### config.mk
export PLATFORM = sky130hd
export DESIGN_NAME = rgb_encoder_dimmer_control_flat
export DESIGN_NICKNAME = d
export VERILOG_FILES = /design/src/rtl/rgbdim_pkg.sv /design/src/rtl/rgbdim_chan_if.sv /design/src/rtl/rgb_encoder_dimmer_control.sv /design/src/flat_wrapper.sv
export SDC_FILE = /design/constraint.sdc
export NUM_CORES = 1
export LEC_CHECK = 0
export BUFFER_PORTS_ARGS = -buffer_cell sky130_fd_sc_hd__buf_2
export CAP_MARGIN = 10
export CORE_ASPECT_RATIO = 1.2
export CORE_MARGIN = 3
export CORE_UTILIZATION = 40
export CTS_BUF_LIST = sky130_fd_sc_hd__clkbuf_8
export DETAILED_ROUTE_END_ITERATION = 8
export GPL_ROUTABILITY_DRIVEN = 0
export SLEW_MARGIN = 20
export SYNTH_ARGS = -nofsm -noshare
export SYNTH_HDL_FRONTEND = slang
export SYNTH_SLANG_ARGS = --single-unit
export TNS_END_PERCENT = 10
### constraint.sdc
create_clock -name clock -period 6.5 [get_ports clock]
set_input_delay 1.3 -clock clock [delete_from_list [all_inputs] [get_ports clock]]
set_output_delay 1.3 -clock clock [all_outputs]
set_load 0.05 [all_outputs]
### src/rtl/rgbdim_pkg.sv
`default_nettype none

package rgbdim_pkg;

   localparam int unsigned LevelWidth = 8;
   localparam int unsigned NumColours = 3;
   localparam int unsigned NumLines   = 5;

   localparam logic [LevelWidth-1:0] LevelDark = 8'd255;
   localparam logic [LevelWidth-1:0] StepReset = 8'd15;

   // press line positions in press_seen
   localparam int unsigned LineRed   = 0;
   localparam int unsigned LineGreen = 1;
   localparam int unsigned LineBlue  = 2;
   localparam int unsigned LineOff   = 3;
   localparam int unsigned LineKnob  = 4;

   // press_seen after reset: knob press line seen high
   localparam logic [NumLines-1:0] SeenReset = 5'b10000;

   typedef enum logic [1:0] {
      COLOUR_NONE  = 2'd0,
      COLOUR_RED   = 2'd1,
      COLOUR_GREEN = 2'd2,
      COLOUR_BLUE  = 2'd3
   } colour_type;

   typedef struct packed {
      logic red_press;
      logic green_press;
      logic blue_press;
      logic off_press;
      logic knob_press;
      logic enc_clk;
      logic enc_dat;
   } req_type;

   typedef struct packed {
      logic [LevelWidth-1:0] red_level;
      logic [LevelWidth-1:0] green_level;
      logic [LevelWidth-1:0] blue_level;
      colour_type            chosen_colour;
      logic                  knob_armed;
      logic                  updated;
   } rsp_type;

endpackage

`default_nettype wire

### src/rtl/rgbdim_chan_if.sv
`default_nettype none

interface rgbdim_chan_if #(
   parameter type payload_type = logic
);
   logic        valid;
   logic        ready;
   payload_type payload;

   modport source (output valid, output payload, input ready);
   modport sink   (input valid, input payload, output ready);
endinterface

`default_nettype wire

### src/rtl/rgb_encoder_dimmer_control.sv
// Channel   Direction  Handshake      Carries
// req_chan  in         valid/ready    press lines, encoder clock and data pins
// rsp_chan  out        valid/ready    three levels, colour, armed, updated
// csr       in         csr_we         dim_step
//
// One request per cycle while req_chan.ready is high; each result appears in the cycle after its request.
// All tracking state and the result register update on the same edge.
// req_chan.ready is low only while a result is held and rsp_chan.ready is low.
// Reset (synchronous): levels dark, nothing selected, disarmed, dim_step 15.
`default_nettype none

module rgb_encoder_dimmer_control
   import rgbdim_pkg::*;
(
   input  wire logic          clock,
   input  wire logic          reset,
   rgbdim_chan_if.sink        req_chan,
   rgbdim_chan_if.source      rsp_chan,
   input  wire logic          csr_we,
   input  wire logic [LevelWidth-1:0] csr_wdata
);

   logic [LevelWidth-1:0]                  step_ff;
   logic [NumColours-1:0][LevelWidth-1:0]  level_ff,  level_in;
   colour_type                             sel_ff,    sel_in;
   logic                                   armed_ff,  armed_in;
   logic [NumLines-1:0]                    seen_ff,   seen_in;
   logic                                   pclk_ff,   pclk_in;
   logic                                   pdat_ff,   pdat_in;
   logic                                   pend_ff,   pend_in;
   logic                                   rvalid_ff;
   rsp_type                                rsp_ff,    rsp_in;

   logic                  accept;
   logic [NumLines-1:0]   line;
   logic                  colour_diff;
   logic [1:0]            idx;
   logic [LevelWidth-1:0] cur;
   logic [LevelWidth:0]   sum;
   logic [LevelWidth-1:0] moved;
   logic                  upd;

   assign req_chan.ready   = !rvalid_ff || rsp_chan.ready;
   assign accept           = req_chan.valid && req_chan.ready;
   assign rsp_chan.valid   = rvalid_ff;
   assign rsp_chan.payload = rsp_ff;

   assign line = {req_chan.payload.knob_press, req_chan.payload.off_press,
                  req_chan.payload.blue_press, req_chan.payload.green_press,
                  req_chan.payload.red_press};
   assign colour_diff = (line[LineBlue:LineRed] != seen_ff[LineBlue:LineRed]);

   always_comb begin
      level_in = level_ff;
      sel_in   = sel_ff;
      armed_in = armed_ff;
      seen_in  = seen_ff;
      pclk_in  = pclk_ff;
      pdat_in  = pdat_ff;
      pend_in  = pend_ff;

      if (line[LineOff] != seen_ff[LineOff]) begin
         seen_in[LineOff] = line[LineOff];
         if (line[LineOff]) begin
            pend_in  = 1'b1;
            armed_in = 1'b0;
            sel_in   = COLOUR_NONE;
         end
      end

      if (colour_diff) begin
         priority if (line[LineRed] != seen_ff[LineRed]) begin
            seen_in[LineRed] = line[LineRed];
            if (line[LineRed]) begin
               sel_in  = COLOUR_RED;
               pend_in = 1'b1;
            end
         end else if (line[LineGreen] != seen_ff[LineGreen]) begin
            seen_in[LineGreen] = line[LineGreen];
            if (line[LineGreen]) begin
               sel_in  = COLOUR_GREEN;
               pend_in = 1'b1;
            end
         end else begin
            seen_in[LineBlue] = line[LineBlue];
            if (line[LineBlue]) begin
               sel_in  = COLOUR_BLUE;
               pend_in = 1'b1;
            end
         end
      end else if (line[LineKnob] != seen_ff[LineKnob]) begin
         seen_in[LineKnob] = line[LineKnob];
         if (line[LineKnob] && sel_in != COLOUR_NONE) begin
            pend_in  = 1'b1;
            armed_in = !armed_ff;
            if (!armed_ff) begin
               pclk_in = req_chan.payload.enc_clk;
               pdat_in = req_chan.payload.enc_dat;
            end
         end
      end

      // level move on a falling encoder clock
      idx   = 2'(sel_in) - 2'd1;
      cur   = level_ff[idx];
      sum   = {1'b0, cur} + {1'b0, step_ff};
      if (!pdat_in) begin
         moved = sum[LevelWidth] ? LevelDark : sum[LevelWidth-1:0];
      end else begin
         moved = (cur >= step_ff) ? (cur - step_ff) : '0;
      end

      if (armed_in) begin
         if (pclk_in && !req_chan.payload.enc_clk) begin
            pend_in = 1'b1;
            if (sel_in != COLOUR_NONE) begin
               level_in[idx] = moved;
            end
         end
         pclk_in = req_chan.payload.enc_clk;
         pdat_in = req_chan.payload.enc_dat;
      end

      upd = pend_in;
      if (pend_in) begin
         pend_in = 1'b0;
         if (sel_in == COLOUR_NONE) begin
            level_in = {NumColours{LevelDark}};
         end
      end

      rsp_in.red_level     = level_in[0];
      rsp_in.green_level   = level_in[1];
      rsp_in.blue_level    = level_in[2];
      rsp_in.chosen_colour = sel_in;
      rsp_in.knob_armed    = armed_in;
      rsp_in.updated       = upd;
   end

   always_ff @(posedge clock) begin
      if (reset) begin
         step_ff   <= StepReset;
         level_ff  <= {NumColours{LevelDark}};
         sel_ff    <= COLOUR_NONE;
         armed_ff  <= 1'b0;
         seen_ff   <= SeenReset;
         pclk_ff   <= 1'b0;
         pdat_ff   <= 1'b0;
         pend_ff   <= 1'b1;
         rvalid_ff <= 1'b0;
      end else begin
         if (csr_we) begin
            step_ff <= csr_wdata;
         end
         if (accept) begin
            level_ff <= level_in;
            sel_ff   <= sel_in;
            armed_ff <= armed_in;
            seen_ff  <= seen_in;
            pclk_ff  <= pclk_in;
            pdat_ff  <= pdat_in;
            pend_ff  <= pend_in;
         end
         if (accept) begin
            rvalid_ff <= 1'b1;
         end else if (rsp_chan.ready) begin
            rvalid_ff <= 1'b0;
         end
      end
   end

   always_ff @(posedge clock) begin
      if (accept) begin
         rsp_ff <= rsp_in;
      end
   end

   a_armed_needs_colour: assert property (@(posedge clock) disable iff (reset)
      armed_ff |-> (sel_ff != COLOUR_NONE))
      else $error("armed with no colour selected");

   a_dark_when_none: assert property (@(posedge clock) disable iff (reset)
      (sel_ff == COLOUR_NONE) |-> (level_ff == {NumColours{LevelDark}}))
      else $error("levels not dark with no colour selected");

   a_request_gives_result: assert property (@(posedge clock) disable iff (reset)
      accept |=> rvalid_ff)
      else $error("accepted request left no result");

   a_result_matches_state: assert property (@(posedge clock) disable iff (reset)
      accept |=> (rsp_ff.chosen_colour == sel_ff && rsp_ff.knob_armed == armed_ff))
      else $error("result disagrees with tracked state");

endmodule

`default_nettype wire

### src/flat_wrapper.sv
// flat-port wrapper written by rule: the top's interface ports become plain ports
module rgb_encoder_dimmer_control_flat import rgbdim_pkg::*;
  (clock, reset, csr_we, csr_wdata, req_chan_valid, req_chan_payload, req_chan_ready, rsp_chan_valid, rsp_chan_payload, rsp_chan_ready);
  rgbdim_chan_if #(.payload_type(req_type)) req_chan_i ();
  rgbdim_chan_if #(.payload_type(rsp_type)) rsp_chan_i ();
  input  wire logic clock;
  input  wire logic reset;
  input  wire logic csr_we;
  input  wire logic [LevelWidth-1:0] csr_wdata;
  input wire logic [$bits(req_chan_i.valid)-1:0] req_chan_valid;
  input wire logic [$bits(req_chan_i.payload)-1:0] req_chan_payload;
  output wire logic [$bits(req_chan_i.ready)-1:0] req_chan_ready;
  output wire logic [$bits(rsp_chan_i.valid)-1:0] rsp_chan_valid;
  output wire logic [$bits(rsp_chan_i.payload)-1:0] rsp_chan_payload;
  input wire logic [$bits(rsp_chan_i.ready)-1:0] rsp_chan_ready;
  assign req_chan_i.valid = req_chan_valid;
  assign req_chan_i.payload = req_chan_payload;
  assign req_chan_ready = req_chan_i.ready;
  assign rsp_chan_valid = rsp_chan_i.valid;
  assign rsp_chan_payload = rsp_chan_i.payload;
  assign rsp_chan_i.ready = rsp_chan_ready;
  rgb_encoder_dimmer_control u_core (.clock(clock), .reset(reset), .req_chan(req_chan_i), .rsp_chan(rsp_chan_i), .csr_we(csr_we), .csr_wdata(csr_wdata));
endmodule
-- After elaboration in Yosys (flattened, before gate mapping)
Cells that the tools add are included.
- $add $sub $neg: 3
- multiply operators: 0
- div/mod/pow operators: 0
- order comparisons: 3
- equality and inequality tests: 5
- shift-type cells: 0
- muxes and demuxes: 50
- bitwise logic cells: 3
- reduce and logical (&&, ||, !) cells: 17
- operators by type and width (cell ; count):
    $mux 24 ; 5
    $mux 8 ; 5
    $mux 1 ; 29
    $bwmux 24 ; 1
    $bmux 8 s2 ; 1
    $demux 8 s2 ; 1
    $mux 2 ; 8
    $add 8x8->9 ; 1
    $ge 8x8->1 ; 1
    $reduce_and 4->1 ; 2
    $sub 8x8->8 ; 1
    $reduce_and 3->1 ; 2
    $reduce_bool 2->1 ; 3
    $logic_and 1x1->1 ; 4
    $ne 1x1->1 ; 4
    $logic_not 1->1 ; 3
    $lt 2x3->1 const B ; 1
    $ne 3x3->1 ; 1
    $not 1->1 ; 3
    $ge 2x1->1 const B ; 1
    $logic_not 2->1 ; 1
    $reduce_and 2->1 ; 1
    $sub 2x1->2 const B ; 1
    $logic_or 1x1->1 ; 1
- bits in registers: 72
- bits in latches: 0
- memory bits (writable): 0
- bits in read-only memories: 0
- input port bits: 20
- output and inout port bits: 30
- memories: 0

-- Depth between registers and ports, before layout
Gate-level depths: netlist (run 1).
- depth after elaboration: 18
- depth in mapped cells: 21
- gate-level depth less buffers: 20

-- Worst setup path after synthesis (run 1)
Ideal clock, no wire load.
- kind: input to register
- start: input req_chan_payload[5]
- end: register u_core.rsp_ff (netlist bit u_core.rsp_chan.payload[12]), data pin
- data arrival time: 4.762 ns
- data required time: 6.244 ns
- slack: 1.482 ns
- cell stages on the path: 20
- cell sequence: xnor2_1 -> o211a_1 -> a21oi_1 -> nand2_1 -> buf_2 -> ha_1 -> and2_1 -> clkbuf_1 -> nand2_1 -> o21ai_0 -> ha_1 -> clkbuf_1 -> a21oi_1 -> a21oi_1 -> or2_2 -> nor2_1 -> a21oi_1 -> or2_1 -> buf_2 -> o22a_1
- RTL lines (item ; RTL line ; RTL):
    from (decl) ; flat_wrapper.sv:11 ; input wire logic [$bits(req_chan_i.payload)-1:0] req_chan_payload;
    to (signal assigned) ; rgb_encoder_dimmer_control.sv:174 ; rsp_ff <= rsp_in;
    to (decl) ; rgb_encoder_dimmer_control.sv:32 ; rsp_type rsp_ff, rsp_in;

==> key figures, run 1 <==
Timing
  • Final Hold Vio Count: 0
  • RSZ-0062 raised after global routing: false
  • Measured slew at the worst slew-check pin: 0.638 ns
  • Period minus WS final: 5.51 ns
  • Max-Slew Margin vs Limit: 57.3%
  • Final Cycle Share: 84.7%
  • Top achievable clock speed: 182 MHz
  • Fin Setup TNS: 0 ns
  • Final Skew: 0.0115 ns
  • Setup violations, final: 0
  • Max Slew Vio Count: 0

CTS
  • CTS Sinks: 72
  • Root buffer cell: clkbuf_8
  • TritonCTS clock tree: done
  • Post-CTS Hold Fix Bufs: 0
  • Cts repair resizes: 0
  • Clock Path Buffers: 2
  • H-tree Lvls: 3
  • Total CTS buffers: 9
  • Clock Latency Late Sink: 0.35 ns
  • Worst-path clk slew: 0.07 ns
  • Setup bufs post-CTS: 0

Route
  • Post-DRT Antenna Nets: 0
  • Vias: 3470
  • DRT Pass-1 Iters: 5
  • DRT iter0 DRCs: 212
  • DRT Wirelength: 9.92 mm
  • Avg WL per Cell: 16.1 um
  • Avg Vias per Cell: 5.64
  • DRC viols: 0

Hold path
  • Hold path depth: 2
  • Hold Path Origin: u_core.pend_ff
  • Hold Path Class: reg -> reg

Pwr
  • Clock network fraction of design power: 26.6%
  • Power Density: 281 nW/um^2
  • Reg power frac: 37.3%
  • Tot Pwr: 1290 uW
  • Logic pwr share: 36.2%
  • Leak: 0.00175 uW
  • P_sw: 482 uW
  • Peak VDD IR: 0.127 mV
  • Sw frac: 37.3%
  • Pint: 812 uW

Synthesis
  • Sequential area share after synthesis: 42.0%
  • Avg Inst Size Synth: 9.28 um^2
  • Mapped Cells: 442
  • Yosys synthesis warning count: 0
  • Distinct cell type count after synthesis: 71
  • Top_reg_cell synth: dfxtp_1
  • Synth Net Count: 484
  • Async set-reset flop share out of synthesis: 0%
  • Post-synth EDFFs: 28
  • Synthesis-stage register bit count: 72
  • Mapped Area: 4100 um^2

Placed design
  • Post-DP Area: 4420 um^2
  • Port Buf Inserts: 49
  • HPWL after DPL: 7.70 mm

Job
  • Max-cap violations: 0

Worst setup path
  • Crit end category: register
  • CP required: 6.59 ns
  • Critical path fanouts, max: 11
  • Critical Path Source Type: input pin
  • Setup CP Type: in -> reg
  • Crit path DAT: 5.60 ns
  • FF-to-FF Start: u_core.seen_ff[2]
  • CP Launch Point: req_chan_payload[4]
  • Worst Reg-to-Reg Cells: 18

Status
  • Status: finished, final reports clean

Final layout
  • Layout cells sized above 1: 17.7%
  • Post-route design area: 4610 um^2
  • # fillers: 985
  • Post-layout nets: 530
  • Synth-to-Final Area Change: 12.3%
  • # diodes: 0

Floorplan
  • Width of the chip: 98.5 um
  • Die area: 11500 um^2
  • Core ar.: 9760 um^2
  • Site row count: 39
  • Initial core utilization: 42.0%
  • Die H: 117 um
  • I/O Pins: 50

Global route
  • Number of global-route vias before repair: 3355
  • Largest net degree at the start of global routing: 25
  • Initial antenna violation count: 0
  • First-pass GRT wire length: 16.6 mm
  • Grt total ovfl: 0
  • GRT Overall Usage: 18.2%
[through the flow]
step / worst slack [ns] / utilization, % / cells / hold slack [ns]
finish: 0.991 / 47.2 / 615 / 0.457
global route: 0.565 / 47.2 / 615 / 0.477
CTS: 1.02 / 47.2 / 615 / 0.460
detailed placement: 0.664 / 45.3 / 600 / 0.448
global placement: 0.775 / 45.3 / 600 / 0.449
floorplan: 1.48 / - / 442 / 0.434
[layer usage]
| metal | track usage (%) | share of wire, % | vias up |
|---|---|---|---|
| met1 | 22.7 | 45 | 1643 |
| met5 | 0 | 0 | - |
| met3 | 3.85 | 4.3 | 23 |
| li1 | - | - | 1688 |
| met2 | 31.4 | 48 | 116 |
| met4 | 6.47 | 2.3 | 0 |
[cell usage after synthesis (3+ instances only)]
cell type | instances | share of area [%]
o21ai_0 | 14 | 1.7
a211oi_1 | 3 | 0.55
xnor2_1 | 3 | 0.64
clkbuf_1 | 7 | 0.64
a21oi_1 | 39 | 4.8
o22a_1 | 13 | 2.8
o32ai_1 | 3 | 0.64
nor3_1 | 9 | 1.1
nand2b_1 | 9 | 1.4
nand4_1 | 4 | 0.61
dfxtp_1 | 44 | 21
mux2i_1 | 16 | 3.9
nor2_1 | 68 | 6.2
o21a_1 | 3 | 0.55
nand2_1 | 36 | 3.3
a2bb2oi_1 | 7 | 1.5
xor2_1 | 3 | 0.64
buf_2 | 4 | 0.49
nor2b_1 | 4 | 0.61
edfxtp_1 | 28 | 20
and2_1 | 5 | 0.76
ha_1 | 20 | 6.1
nand3_1 | 12 | 1.5
inv_1 | 21 | 1.9
or2_1 | 3 | 0.46
o211ai_1 | 6 | 1.1
a31oi_1 | 6 | 0.92
[area by class of cell]
type / count / area (um^2) / share of cell area (%)
Inverter: 22 / 82.6 / 1.79
Clock buffer: 9 / 124 / 2.69
Multi-Input combinational cell: 332 / 2200 / 47.8
Timing Repair Buffer: 51 / 260 / 5.65
Clock inverter: 6 / 61.3 / 1.33
Sequential cell: 72 / 1720 / 37.4
Tap cell: 123 / 154 / 3.34
[worst max-delay path, cell delays in order]
cell	delay, ns
buf_2	0.10
nor2b_1	0.21
nand2_1	0.08
a21oi_1	0.15
a21oi_1	0.05
a21oi_1	0.32
inv_1	0.12
ha_1	0.46
and2_1	0.33
nand2_1	0.08
o21ai_0	0.18
ha_1	0.43
a21oi_1	0.23
a21oi_1	0.10
or2_2	0.31
nor2_1	0.41
o41ai_1	0.14
a211o_1	0.34
o22a_1	0.22
[state kept, by name (all words and copies together) (netlist names)]
signal,flops
u_core.step_ff,8
u_core.seen_ff,5
u_core.armed_ff,1
u_core.sel_ff,2
u_core.pdat_ff,1
u_core.level_ff,24
u_core.pend_ff,1
u_core.rsp_chan.payload,28
u_core.pclk_ff,1
u_core.rsp_chan.valid,1
[worst paths after layout]
kind / endpoint / slack (ns)
min reg2reg: u_core.pend_ff / 0.46
max reg2reg: u_core.rsp_chan.payload[7] / 1.73
max: u_core.rsp_chan.payload[7] / 0.99
min: u_core.pend_ff / 0.46
[cells by family (layout without fill, tap and decap cells)]
| family | after synthesis | count (layout) | share of synthesized area, % |
|---|---|---|---|
| AND/OR/NAND/NOR | 164 | 164 | 18.8 |
| flip-flops | 72 | 72 | 42.0 |
| adder cells (fa/ha/maj) | 22 | 22 | 7.08 |
| AO/OA/AOI/OAI | 122 | 122 | 21.9 |
| buffers and inverters | 38 | 88 | 4.36 |
| XOR/XNOR | 7 | 7 | 1.68 |
| multiplexers | 17 | 17 | 4.18 |
[cell usage in the layout, fill, tap and decap left out, types with 14 or more instances in the layout]
master,instances
o21ai_0,14
a21oi_1,39
edfxtp_1,28
nand2_1,36
nor2_1,68
mux2i_1,16
buf_2,49
dfxtp_1,44
inv_1,21
ha_1,20
[power groups by stage]
stage / sequential (uW) / clock (uW) / combinational (uW)
4_1_cts: 483 / 352 / 463
6_report: 482 / 344 / 468
2_1_floorplan: 499 / 0 / 348
5_1_grt: 484 / 373 / 520
3_3_place_gp: 493 / 0 / 457
3_5_place_dp: 493 / 0 / 461
No activity file was read; power rests on OpenSTA's default activity.
==> run 2: changes to the inputs <==
- clock period: 6.5 -> 4.7 ns (I/O delays scaled with it)
==> run 2 against run 1 <==
  * Combinational power up 61%
  * Non-clock buffer count up 28
  * Critical endpoint is now u_core.rsp_chan.payload[23]
  * Final cell count up 4.7%
  * Clock power up 29%
  * First-iteration DRC count down 21%
  * Sequential share of layout area down 1.7 points
==> key figures, run 2 (synthesis results as in run 1) <==
Status
  • Status: finished, final reports clean

Global route
  • Initial antenna violation count: 0 (unchanged)
  • First-pass GRT wire length: 17.2 mm (+3.5%)
  • Grt total ovfl: 0 (unchanged)
  • Largest net degree at the start of global routing: 36 (+44%)
  • GRT Overall Usage: 18.7% (+0.53 points)
  • Number of global-route vias before repair: 3375 (+0.60%)

Timing
  • Top achievable clock speed: 229 MHz
  • Measured slew at the worst slew-check pin: 0.721 ns (+0.0832 ns)
  • Max Slew Vio Count: 0 (unchanged)
  • Final setup margin: 0.336 ns (-0.655 ns)
  • RSZ-0062 raised after global routing: false
  • Final Cycle Share: 92.8%
  • Final Hold Vio Count: 0 (unchanged)
  • Max-Slew Margin vs Limit: 51.5% (-5.8 points)
  • Fin Setup TNS: 0 ns (unchanged)
  • Period minus WS final: 4.36 ns
  • Setup violations, final: 0 (unchanged)
  • Final Skew: 0.0160 ns (+0.00444 ns)

Pwr
  • Sw frac: 37.3% (+0.067 points)
  • Pint: 1170 uW (+44%)
  • Tot Pwr: 1860 uW (+44%)
  • Reg power frac: 35.8% (-1.5 points)
  • P_sw: 695 uW (+44%)
  • Clock network fraction of design power: 23.8% (-2.8 points)
  • Peak VDD IR: 0.187 mV (+48%)
  • Power Density: 386 nW/um^2 (+37%)
  • Leak: 0.00189 uW (+8.0%)
  • Logic pwr share: 40.3% (+4.1 points)

CTS
  • CTS Sinks: 72 (unchanged)
  • Worst-path clk slew: 0.07 ns (about the same)
  • Root buffer cell: clkbuf_8
  • Total CTS buffers: 9 (unchanged)
  • Clock Path Buffers: 2 (unchanged)
  • Post-CTS Hold Fix Bufs: 0 (unchanged)
  • TritonCTS clock tree: done
  • Setup bufs post-CTS: 0 (unchanged)
  • Clock Latency Late Sink: 0.37 ns (+0.02 ns)
  • H-tree Lvls: 3 (unchanged)

Worst setup path
  • CP required: 4.81 ns (-1.78 ns)
  • Setup slack, reg-to-reg: 0.71 ns (-1.02 ns)
  • Crit path DAT: 4.47 ns (-1.13 ns)
  • Setup CP Type: in -> reg
  • Critical Path Source Type: input pin
  • Crit end category: register
  • Critical path fanouts, max: 10 (-1)

Final layout
  • Max reg flops: 28 (unchanged)
  • Commonest non-fill, non-tap cell in the layout: nor2_1
  • Synth-to-Final Area Change: 17.5%
  • Layout cells sized above 1: 23.2% (+5.5 points)
  • # fillers: 986 (+0.10%)
  • # diodes: 0 (unchanged)
  • Post-layout nets: 558 (+5.3%)
  • Most frequent cells in the layout: 66 x nor2_1, 49 x buf_2, 44 x dfxtp_1

Route
  • Avg WL per Cell: 16.0 um (-0.72%)
  • DRC viols: 0 (unchanged)
  • DRT Pass-1 Iters: 4 (-1)
  • Avg Vias per Cell: 5.41 (-4.1%)
  • Vias: 3486 (+0.46%)
  • DRT Wirelength: 10.3 mm (+4.0%)
  • Post-DRT Antenna Nets: 0 (unchanged)
  • DRT iter0 DRCs: 167 (-21%)

Placed design
  • Worst slack, placed: -0.238 ns (-0.902 ns)
  • HPWL after DPL: 7.92 mm (+2.9%)
  • Port Buf Inserts: 49 (unchanged)

Floorplan
  • Site row count: 39 (unchanged)
  • Core ar.: 9760 um^2 (unchanged)
  • Width of the chip: 98.5 um (unchanged)
  • Initial core utilization: 42.0% (unchanged)
  • Die area: 11500 um^2 (unchanged)
  • Die H: 117 um (unchanged)
  • I/O Pins: 50 (unchanged)

Job
  • Max-cap violations: 0 (unchanged)

Hold path
  • Hold Path Class: reg -> reg
[run 2: cell type report]
| cell class | count | area [um^2] | area share [%] |
|---|---|---|---|
| Multi-Input combinational cell | 332 | 2220 | 46.0 |
| Clock inverter | 6 | 37.5 | 0.779 |
| Inverter | 22 | 82.6 | 1.71 |
| Timing Repair Buffer | 79 | 470 | 9.76 |
| Tap cell | 123 | 154 | 3.19 |
| Clock buffer | 10 | 138 | 2.85 |
| Sequential cell | 72 | 1720 | 35.7 |
[run 2: critical path, stage by stage]
cell	delay [ns]
buf_2	0.10
nor2b_1	0.21
nand2_1	0.08
a21oi_1	0.15
a21oi_1	0.05
a21oi_1	0.21
inv_1	0.09
ha_1	0.28
buf_4	0.17
o21ai_0	0.33
ha_1	0.35
a21oi_1	0.21
a21oi_1	0.09
or2_2	0.33
o21ai_0	0.17
mux2i_1	0.10
a211o_1	0.40
o22a_1	0.22
[run 2: path summary, 6_finish.rpt]
kind,depth (start not counted),startpoint,endpoint
setup / recovery,18,req_chan_payload[4],u_core.rsp_chan.payload[23]
hold / removal,2,u_core.seen_ff[3],u_core.seen_ff[3]
setup reg to reg,17,u_core.seen_ff[2],u_core.rsp_chan.payload[23]
hold reg to reg,2,u_core.seen_ff[3],u_core.seen_ff[3]
[run 2: routing by layer]
layer	up-vias	routed length, um	GRT usage (%)
met4	0	177	7.19
met5	-	0	0
met3	17	521	3.32
li1	1749	-	-
met2	92	4920	31.8
met1	1628	4690	23.9
[run 2: power groups by stage]
| stage | clock, uW | sequential (uW) | combinational, uW |
|---|---|---|---|
| final | 444 | 667 | 752 |
| after global placement | 0 | 681 | 723 |
| after CTS | 460 | 667 | 736 |
| after detailed placement | 0 | 682 | 733 |
| after global routing | 480 | 669 | 830 |
| after floorplan | 0 | 690 | 481 |
[run 2: through the flow]
step / hold slack [ns] / area, um^2 / utilization [%] / std cells
2_1_floorplan: 0.434 / 4100 / - / 442
3_3_place_gp: 0.454 / 4630 / 47.4 / 628
4_1_cts: 0.470 / 4810 / 49.2 / 644
3_5_place_dp: 0.459 / 4630 / 47.4 / 628
6_report: 0.466 / 4820 / 49.4 / 644
5_1_grt: 0.485 / 4820 / 49.4 / 644
[run 2: what timing repair did]
item                                   CTS  global route
gates resized for setup                  0             5
setup endpoints to repair                0            39
endpoints found under the hold margin    0             0
